[src/rtl/core/fbhs_pkg.sv]
// fbhs_pkg: shared types, constants and hash helpers for the fingerprint block hash set
// used by the front, back and top level modules
package fbhs_pkg;
   localparam int Capacity = 256;
   localparam int NumBlocks = Capacity / 8;
   localparam int NumSlots = NumBlocks * 8;
   localparam int SlotW = $clog2(NumSlots);
   localparam int BlkW = (NumBlocks > 1) ? $clog2(NumBlocks) : 1;
   localparam int CurW = $clog2(NumSlots + 1);
   localparam int QDepth = 2;

   localparam logic [1:0] OP_ENSURE = 2'd0;
   localparam logic [1:0] OP_GET = 2'd1;
   localparam logic [1:0] OP_RESTART = 2'd2;
   localparam logic [1:0] OP_NEXT = 2'd3;

   localparam logic [1:0] ST_OK = 2'd0;
   localparam logic [1:0] ST_MISS = 2'd1;
   localparam logic [1:0] ST_FULL = 2'd2;

   localparam logic [31:0] MM_C1 = 32'hcc9e2d51;
   localparam logic [31:0] MM_C2 = 32'h1b873593;
   localparam logic [31:0] MM_C3 = 32'h85ebca6b;
   localparam logic [31:0] MM_C4 = 32'hc2b2ae35;
   localparam logic [31:0] MM_N = 32'he6546b64;

   typedef struct packed {
      logic [1:0] opcode;
      logic [63:0] key;
   } req_type;

   typedef struct packed {
      logic [1:0] status;
      logic [7:0] slot_index;
      logic present;
      logic [63:0] key_out;
   } rsp_type;

   // classified work between front and back
   typedef struct packed {
      logic [1:0] opcode;
      logic [63:0] key;
      logic [3:0] tag;
      logic [BlkW-1:0] blk;
   } job_type;

   function automatic logic [31:0] rol32(input logic [31:0] x, input int r);
      return (x << r) | (x >> (32 - r));
   endfunction
endpackage

[src/rtl/core/fbhs_queue.sv]
// fbhs_queue: short job queue between front and back
// depends on fbhs_pkg
module fbhs_queue (
   input logic clock,
   input logic reset,
   input logic in_valid,
   output logic in_ready,
   input fbhs_pkg::job_type in_item,
   output logic out_valid,
   input logic out_ready,
   output fbhs_pkg::job_type out_item
);
   fbhs_pkg::job_type mem_ff [fbhs_pkg::QDepth];
   logic wp_ff, rp_ff;
   logic [1:0] cnt_ff;
   logic push, pop;

   assign in_ready = (cnt_ff != 2'(fbhs_pkg::QDepth));
   assign out_valid = (cnt_ff != 2'd0);
   assign out_item = mem_ff[rp_ff];
   assign push = in_valid && in_ready;
   assign pop = out_valid && out_ready;

   always_ff @(posedge clock) begin
      if (reset) begin
         wp_ff <= 1'b0;
         rp_ff <= 1'b0;
         cnt_ff <= 2'd0;
      end else begin
         if (push) wp_ff <= ~wp_ff;
         if (pop) rp_ff <= ~rp_ff;
         cnt_ff <= cnt_ff + 2'(push) - 2'(pop);
      end
      if (push) mem_ff[wp_ff] <= in_item;
   end

   a_cnt: assert property (@(posedge clock) disable iff (reset)
      cnt_ff <= 2'(fbhs_pkg::QDepth)) else $error("queue overflow");
   a_ptr: assert property (@(posedge clock) disable iff (reset)
      (cnt_ff == 2'd0 || cnt_ff == 2'd2) |-> (wp_ff == rp_ff))
      else $error("queue pointers disagree");
   a_pop: assert property (@(posedge clock) disable iff (reset)
      (pop && !push) |=> cnt_ff == $past(cnt_ff) - 2'd1)
      else $error("queue count wrong");
endmodule

[config.mk]
export PLATFORM = sky130hd
export DESIGN_NAME = fbhs_queue
export DESIGN_NICKNAME = d
export VERILOG_FILES = /design/src/rtl/core/fbhs_pkg.sv /design/src/rtl/core/fbhs_queue.sv
export SDC_FILE = /design/constraint.sdc
export NUM_CORES = 1
export LEC_CHECK = 0
export ABC_AREA = 1
export BUFFER_PORTS_ARGS = -buffer_cell sky130_fd_sc_hd__buf_2
export CELL_PAD_IN_SITES_DETAIL_PLACEMENT = 1
export CELL_PAD_IN_SITES_GLOBAL_PLACEMENT = 1
export CORE_UTILIZATION = 40
export DETAILED_ROUTE_END_ITERATION = 7
export PLACE_DENSITY = 0.81
export SYNTH_ARGS = -nofsm -noshare
export SYNTH_HDL_FRONTEND = slang
export SYNTH_SLANG_ARGS = --single-unit
[constraint.sdc]
create_clock -name clock -period 4.46 [get_ports clock]
set_clock_uncertainty 0.15 [all_clocks]
set_input_delay 0.223 -clock clock [delete_from_list [all_inputs] [get_ports clock]]
set_output_delay 0.223 -clock clock [all_outputs]
set_load 0.005 [all_outputs]
==> flow_summary.toml <==
[logic_synthesis]
mappedNetlistArea_sq_um = 5858
netlist_instances = 270
synthSimpleGateAreaFrac = 0.01346
synth-compound-area-share = 0.001709
synth_mux_area_frac = 0.1762
syn_nets = 351
ys_warn_count = 0
synth-xor-area-share = 0
yosys.cell_types.count = 12
synth_seq_area_share = 0.7860
syn_avg_cell_area_sq_um = 21.70
ys_ff_latch = 155
synth-adder-area-share = 0.004272
synth_top_family_by_area = "multiplexers"

[cells_and_area]
final_area_sq_um = 8193
layout_common_cells = "155 x buf_2, 150 x edfxtp_1, 78 x dlygate4sd3_1"
nNetsFinal = 598
diodes = 0
fin_util = 0.5812
nFillCells = 1321
fin_cells = 710
drive_gt1_frac = 0.4981
area_growth_pct = 39.85
multi_input_comb_area_sq_um = 1154
seq_area_sq_um = 4608
mostFrequentLayoutCell = "buf_2"

[routing]
wl_per_cell_um = 17.51
first_pass_iters = 5
routed_wl_um = 12440
vias = 3305
drc_errors = 0
antenna_left = 0
drtIter0Drc = 179
vias_per_cell = 4.655

[critical_path]
cp-start-kind = "register"
rrSetupSlack_ns = 2.15
cp.arrival_ns = 2.38
path_max_fanout = 55
r2r-start = "cnt_ff[1]"
r2r_cells = 4
crit_type = "register to primary output"
endpoint = "out_item[48]"
end_kind = "primary output"
reg2reg_to = "mem_ff[1][50]"
crit_required_ns = 4.09

[timing]
maxSlewViolCount = 0
rsz0062_at_grt = "false"
slew_headroom = 0.3896
setup_violations = 0
hold_viol_final = 0
holdWs_ns = 0.3736
tns_ns = 0
min_period_ns = 2.756
worst_pin_slew_ns = 0.9155
fin_ws_ns = 1.704
fmax_mhz = 362.8
post-route-period-util = 0.6180

[clock_network]
cts_resized = 0
post_cts_buffers = 0
htreeDepth = 4
cts_made_buffers = 17
cts_root_buf = "clkbuf_16"
clkTransAtPathRegs_ns = 0.06
insertion_delay_ns = 0.41
cts.path.max_buffers = 2
tritoncts = "done"
cts.sinks = 155

[floorplan]
io_pins = 156
core_sq_um = 14100
die_x_um = 123.0
die_h_um = 123.0
die_area_sq_um = 15130
rows = 43
start_util = 0.4156

[power_and_ir_drop]
finalPower_mw = 4.313
power_leakage_nw = 3.218
peakVddDrop_uv = 295.7
p_per_area_nw_per_um2 = 526.4

[global_routing]
grt_pass1_wl_um = 18620
grt_use_total = 0.1703
grtUsageMet2 = 0.3188
grt_max_degree = 56
gr-usage-met3 = 0.05166
grt_pass1_vias = 3689
grt_util_met1 = 0.1783
antenna_found_initial = 0
gr-total-overflow = 0
top_usage_layer = "met2"

[hold_path]
hold_class = "input pin to register"

[placed_design]
place_congestion = 0.7451
pre_cts_ws_ns = 2.075
io_buffers = 155
hpwl_um = 7460
dp.cells = 600
dpl_cell_area_sq_um = 6829

[flow_run]
maxCapViolations = 0

[run_status]
status = "completed"
## repair_timing
| action | in CTS | in global routing |
|---|---|---|
| endpoints found under the hold margin | 155 | 0 |
| hold buffers | 78 | 0 |
| setup endpoints to repair | 0 | 0 |
## flip-flops by register name, indices dropped and copies added (netlist names), named ones only
register	cells
wp_ff	1
rp_ff	1
mem_ff	150
cnt_ff	2
## per-layer routing
| metal | wire length (um) | part of all wire |
|---|---|---|
| met1 | 4735 | 0.38 |
| met2 | 6905 | 0.56 |
| met3 | 679 | 0.055 |
| met4 | 115 | 0.0092 |
| met5 | 0 | 0 |
## cells by family (layout without fill, tap and decap cells)
logic type,count (synthesis),count (layout)
compound gates,2,2
fa+ha+maj,2,2
buf+inv,16,276
flops,155,155
mux,75,75
simple gates,20,20
## critical path: stages, from the launching register on
cell     delay [ns]
dfxtp_4        0.94
buf_4          0.49
mux2_4         0.34
buf_2          0.13
## cell type report
cell class,instances,share of cell area
Sequential cell,155,0.5625
Clock inverter,14,0.01878
Tap cell,180,0.02749
Inverter,8,0.003818
Multi-Input combinational cell,99,0.1408
Clock buffer,18,0.05238
Timing Repair Buffer,236,0.1943
## worst min path at each step
stage                      from       endpoint  cells past startpoint
finish              in_item[39]  mem_ff[1][39]                      2
global route        in_item[39]  mem_ff[0][39]                      2
CTS                 in_item[12]  mem_ff[1][12]                      2
detailed placement        reset      cnt_ff[0]                      2
global placement          reset      cnt_ff[0]                      2
floorplan                 reset      cnt_ff[0]                      1
## synthesized netlist by cell type
| library cell | number | area, sq um |
|---|---|---|
| edfxtp_1 | 150 | 4504 |
| mux2_4 | 50 | 750.7 |
| mux2_2 | 25 | 281.5 |
| nor2_1 | 9 | 33.78 |
| inv_1 | 8 | 30.03 |
| nand2_1 | 8 | 30.03 |
| buf_6 | 6 | 67.56 |
| dfxtp_1 | 5 | 100.1 |
| nand3_1 | 3 | 15.01 |
| a21oi_1 | 2 | 10.01 |
| buf_2 | 2 | 10.01 |
| ha_1 | 2 | 25.02 |
## report_power, final
| group | switching (mW) | internal (mW) | leakage, nW |
|---|---|---|---|
| clock network | 0.546 | 0.869 | 0.270 |
| registers | 0.129 | 1.85 | 1.44 |
| logic | 0.392 | 0.529 | 1.51 |
| total | 1.07 | 3.24 | 3.22 |
Note: power is estimated with default switching activity, not from simulation.
