$ cat src/rtl/core/fbhs_pkg.sv
// fbhs_pkg: shared types, constants and hash helpers for the fingerprint block hash set
// used by the front, back and top level modules
package fbhs_pkg;
   localparam int Capacity = 256;
   localparam int NumBlocks = Capacity / 8;
   localparam int NumSlots = NumBlocks * 8;
   localparam int SlotW = $clog2(NumSlots);
   localparam int BlkW = (NumBlocks > 1) ? $clog2(NumBlocks) : 1;
   localparam int CurW = $clog2(NumSlots + 1);
   localparam int QDepth = 2;

   localparam logic [1:0] OP_ENSURE = 2'd0;
   localparam logic [1:0] OP_GET = 2'd1;
   localparam logic [1:0] OP_RESTART = 2'd2;
   localparam logic [1:0] OP_NEXT = 2'd3;

   localparam logic [1:0] ST_OK = 2'd0;
   localparam logic [1:0] ST_MISS = 2'd1;
   localparam logic [1:0] ST_FULL = 2'd2;

   localparam logic [31:0] MM_C1 = 32'hcc9e2d51;
   localparam logic [31:0] MM_C2 = 32'h1b873593;
   localparam logic [31:0] MM_C3 = 32'h85ebca6b;
   localparam logic [31:0] MM_C4 = 32'hc2b2ae35;
   localparam logic [31:0] MM_N = 32'he6546b64;

   typedef struct packed {
      logic [1:0] opcode;
      logic [63:0] key;
   } req_type;

   typedef struct packed {
      logic [1:0] status;
      logic [7:0] slot_index;
      logic present;
      logic [63:0] key_out;
   } rsp_type;

   // classified work between front and back
   typedef struct packed {
      logic [1:0] opcode;
      logic [63:0] key;
      logic [3:0] tag;
      logic [BlkW-1:0] blk;
   } job_type;

   function automatic logic [31:0] rol32(input logic [31:0] x, input int r);
      return (x << r) | (x >> (32 - r));
   endfunction
endpackage

$ cat src/rtl/core/fbhs_front.sv
// fbhs_front: accepts items and computes the murmur hash, tag and start block for ensure and get
// multi-cycle hash, at most one multiply per cycle; depends on fbhs_pkg
module fbhs_front (
   input logic clock,
   input logic reset,
   input logic req_valid,
   output logic req_ready,
   input fbhs_pkg::req_type req_item,
   output logic job_valid,
   input logic job_ready,
   output fbhs_pkg::job_type job_item
);
   typedef enum logic [3:0] {
      F_IDLE = 4'b0001,
      F_HASH = 4'b0010,
      F_OUT = 4'b0100,
      F_SPARE = 4'b1000
   } fstate_type;

   fstate_type state_ff, state_in;
   logic [2:0] step_ff, step_in;
   logic [31:0] h_ff, h_in;
   fbhs_pkg::req_type req_ff, req_in;
   logic [31:0] hb;
   logic [31:0] base;

   always_comb begin
      hb = h_ff;
      case (step_ff)
         3'd0: hb = req_ff.key[31:0] * fbhs_pkg::MM_C1;
         3'd1: hb = fbhs_pkg::rol32(h_ff, 15) * fbhs_pkg::MM_C2;
         3'd2: hb = fbhs_pkg::rol32(h_ff, 13) * 32'd5 + fbhs_pkg::MM_N;
         3'd3: begin
            hb = h_ff ^ 32'd4;
            hb = (hb ^ (hb >> 16)) * fbhs_pkg::MM_C3;
         end
         3'd4: hb = (h_ff ^ (h_ff >> 13)) * fbhs_pkg::MM_C4;
         3'd5: hb = h_ff ^ (h_ff >> 16);
         default: hb = h_ff;
      endcase
   end

   assign base = {h_ff[31:4], 4'd0};

   always_comb begin
      state_in = state_ff;
      step_in = step_ff;
      h_in = h_ff;
      req_in = req_ff;
      case (state_ff)
         F_IDLE: begin
            if (req_valid) begin
               req_in = req_item;
               step_in = 3'd0;
               state_in = (req_item.opcode == fbhs_pkg::OP_ENSURE ||
                           req_item.opcode == fbhs_pkg::OP_GET) ? F_HASH : F_OUT;
            end
         end
         F_HASH: begin
            h_in = hb;
            step_in = step_ff + 3'd1;
            if (step_ff == 3'd5) state_in = F_OUT;
         end
         F_OUT: if (job_ready) state_in = F_IDLE;
         default: state_in = F_IDLE;
      endcase
   end

   always_ff @(posedge clock) begin
      if (reset) begin
         state_ff <= F_IDLE;
         step_ff <= 3'd0;
      end else begin
         state_ff <= state_in;
         step_ff <= step_in;
      end
      h_ff <= h_in;
      req_ff <= req_in;
   end

   assign req_ready = (state_ff == F_IDLE);
   assign job_valid = (state_ff == F_OUT);
   always_comb begin
      job_item.opcode = req_ff.opcode;
      job_item.key = req_ff.key;
      job_item.tag = h_ff[3:0] | 4'd1;
      job_item.blk = fbhs_pkg::BlkW'(((base % 32'(fbhs_pkg::Capacity)) >> 3)
                                     % 32'(fbhs_pkg::NumBlocks));
   end

   a_ready_idle: assert property (@(posedge clock) disable iff (reset)
      req_ready |-> !job_valid) else $error("ready while holding a job");
   a_hash_len: assert property (@(posedge clock) disable iff (reset)
      (state_ff == F_HASH && step_ff == 3'd5) |=> job_valid)
      else $error("hash did not finish");
   a_job_hold: assert property (@(posedge clock) disable iff (reset)
      (job_valid && !job_ready) |=> (job_valid && $stable(job_item)))
      else $error("job changed while stalled");
endmodule

$ cat config.mk
export PLATFORM = sky130hd
export DESIGN_NAME = fbhs_front
export DESIGN_NICKNAME = d
export VERILOG_FILES = /design/src/rtl/core/fbhs_pkg.sv /design/src/rtl/core/fbhs_front.sv
export SDC_FILE = /design/constraint.sdc
export NUM_CORES = 2
export LEC_CHECK = 0
export BUFFER_PORTS_ARGS = -buffer_cell sky130_fd_sc_hd__buf_4
export CELL_PAD_IN_SITES_DETAIL_PLACEMENT = 1
export CELL_PAD_IN_SITES_GLOBAL_PLACEMENT = 1
export CORE_MARGIN = 2
export CORE_UTILIZATION = 45
export CTS_CLUSTER_SIZE = 14
export DETAILED_ROUTE_END_ITERATION = 10
export PLACE_DENSITY_LB_ADDON = 0.1
export RECOVER_POWER = 100
export SLEW_MARGIN = 10
export SYNTH_ARGS = -nofsm -noshare
export SYNTH_HDL_FRONTEND = slang
export SYNTH_SLANG_ARGS = --single-unit
$ cat constraint.sdc
create_clock -name clock -period 8.62 [get_ports clock]
set_clock_uncertainty 0.1 [all_clocks]
set_input_delay 1.724 -clock clock [delete_from_list [all_inputs] [get_ports clock]]
set_output_delay 1.724 -clock clock [all_outputs]
set_load 0.05 [all_outputs]
==> out/qor.yml <==
failed_checks: "max-capacitance violations, max-slew violations"
core_sq_um: 85400
grt_max_degree: 67
drc: 0
crit_path_start_kind: "register"
drt_iter0_markers: 1956
nNetsFinal: 5601
synth_cell_types: 85
synthTopCellsByCount: "inv_1 (1163), ha_1 (767), fa_1 (737)"
cp.required_ns: 8.66
cts_tree: "done"
critPathMaxStageDelay_ns: 0.68
cts_repair_resize_count: 0
setup-violations-final: 0
drt_pre_antenna_iters: 6
tns_ns: 0
die_y_um: 298
status: "finished with violations"
arrival_ns: 8.42
period_share: 0.972
yosysTopAreaCell: "fa_1"
grt.total_usage: 0.321
root_buffer: "clkbuf_16"
drive_gt1_frac: 0.0494
fmax_mhz: 119
grt_pass1_wl_um: 207000
syn_avg_cell_area_sq_um: 10.2
reg2reg_depth: 24
wire_per_inst_um: 26.5
crit_fanout: 5
portBuffers: 144
hold_depth: 2
cts_hold_buffers: 0
hold_path_class: "register to register"
ys_seq_area_frac: 0.0788
viasPerCell: 5.37
grt_pass1_vias: 31157
crit_path_end_kind: "register"
rrSetupSlack_ns: 0.24
min_period_ns: 8.38
fill_cells: 9675
synth_top_area_share: 0.379
insertion_delay_ns: 0.41
dieWidth_um: 298
htree_levels: 3
maxCapViolCount: 3
clk_path_buf_depth: 2
antenna_left: 0
cp_slowest_cell: "a21boi_0"
clk_pin_slew_worst_paths_ns: 0.10
hpwl_um: 123000
worstMarginPinSlew_ns: 3.65
num_rows: 107
slew_violations: 120
areaGrowthSynthToFinish_pct: 7.68
hold_viol: 0
synth-warning-count: 0
ioPinCount: 147
rsz0062_at_grt: "false"
vias: 27810
cts_sinks: 104
cts_setup_buffers: 0
timing.rr.start: "h_ff[18]"
die-area_sq_um: 88800
totalWireLength_um: 137000
whs_endpoint: "step_ff[1]"
yosys.cell_count.top_type: "inv_1"
start_util: 0.455
placedCellCount: 5160
finalNonFillerCells: 5177
gp_congestion: 0.990
grt_overflow: 0
min-delay-start: "step_ff[1]"
ys_top_cells_by_area: "fa_1 (38%), ha_1 (25%), inv_1 (11%), edfxtp_1 (7.6%), xnor2_1 (4.3%)"
yosys_register_bits: 104
synth-main-ff-cell: "edfxtp_1"
netlist_area_sq_um: 38900
synth_nets: 5402
netlist_instances: 3828
placed_area_sq_um: 41900
synth_edf_count: 98
critPathBufInv: 5
critical_path_class: "register to register"
antenna_found_initial: 3
max-slew-margin-rel: -1.43
critPathTopFamily: "adder cells"
worstPathCellList: "xnor2_1, inv_1, ha_1, ha_1, inv_1, fa_1, inv_1, fa_1, ha_1, ha_1, inv_1, fa_1, inv_1, fa_1, ha_1, o21ai_0, o21bai_1, a21boi_0, xnor2_1, o221ai_1, a21oi_1, o21ai_0, a21oi_1, a21oi_1"
async_reset_ff_frac: 0
cts_buffers: 9
design_area_sq_um: 41900
r2r-end: "h_ff[13]"
==> worst max path at each step <==
stage,startpoint,end,slack (ns),cells after the start
floorplan,h_ff[19],h_ff[23],1.19,25
global placement,h_ff[18],h_ff[29],0.58,26
detailed placement,h_ff[17],h_ff[23],0.48,24
CTS,h_ff[13],h_ff[23],0.43,24
global route,h_ff[18],h_ff[30],0.04,27
finish,h_ff[18],h_ff[13],0.24,24
==> tightest hold or removal path, cell delays in order, from the launching register on <==
cell	delay, ns
dfxtp_1	0.35
nand3_1	0.08
a21oi_1	0.06
==> routing by layer <==
layer,track usage,part of all wire
met1,0.447,0.44
met2,0.521,0.47
met3,0.0443,0.060
met4,0.0949,0.033
met5,0,0
==> registers in the layout (all words and copies together), names as in the netlist <==
signal / flops
state_ff: 3
step_ff: 3
job_item: 66
h_ff: 32
==> cell usage in the layout (no fill, tap or decap), types with 40 or more instances in the layout <==
master | netlist | layout
inv_1 | 1163 | 1162
ha_1 | 767 | 767
fa_1 | 737 | 737
xnor2_1 | 190 | 190
a21oi_1 | 120 | 120
edfxtp_1 | 98 | 98
buf_4 | 9 | 83
xor2_1 | 80 | 80
nand2_1 | 80 | 80
clkbuf_1 | 26 | 78
nor2_1 | 71 | 71
clkbuf_4 | 0 | 66
o21ai_0 | 56 | 58
a21o_1 | 40 | 40
==> cell families (layout without fill, tap and decap cells) <==
| logic type | count (synthesis) | in the layout | synth area share |
|---|---|---|---|
| buffers and inverters | 1203 | 1407 | 0.117 |
| DFF | 104 | 104 | 0.0788 |
| xor gates and xnor gates | 272 | 272 | 0.0616 |
| adders and majority gates | 1504 | 1504 | 0.626 |
| muxes | 4 | 4 | 0.00106 |
| and+or+nand+nor | 295 | 295 | 0.0368 |
| other | 2 | 3 | 0.000193 |
| AOI/OAI and AO/OA | 444 | 444 | 0.0782 |
==> stage by stage <==
stage	util	worst slack, ns	hold WS (ns)
after floorplan	-	1.19	0.375
after global placement	0.490	0.580	0.407
after detailed placement	0.490	0.476	0.412
after CTS	0.494	0.433	0.426
after global routing	0.490	0.0421	0.471
final	0.490	0.242	0.423
==> final cells by class <==
class / instances / area [sq um] / share of cell area
well taps: 1144 / 1430 / 0.0342
inverters: 1163 / 4370 / 0.104
multi-input cells: 2521 / 31300 / 0.747
clock inverters: 7 / 83.8 / 0.00200
repair buffers: 228 / 1420 / 0.0338
flip-flops and latches: 104 / 3060 / 0.0731
diodes: 1 / 2.50 / 0.0000598
clock buffers: 9 / 225 / 0.00538
Power is left out: the tool's default activity adds up to more than one toggle a clock period on the data nets, which glitch-free logic cannot reach.
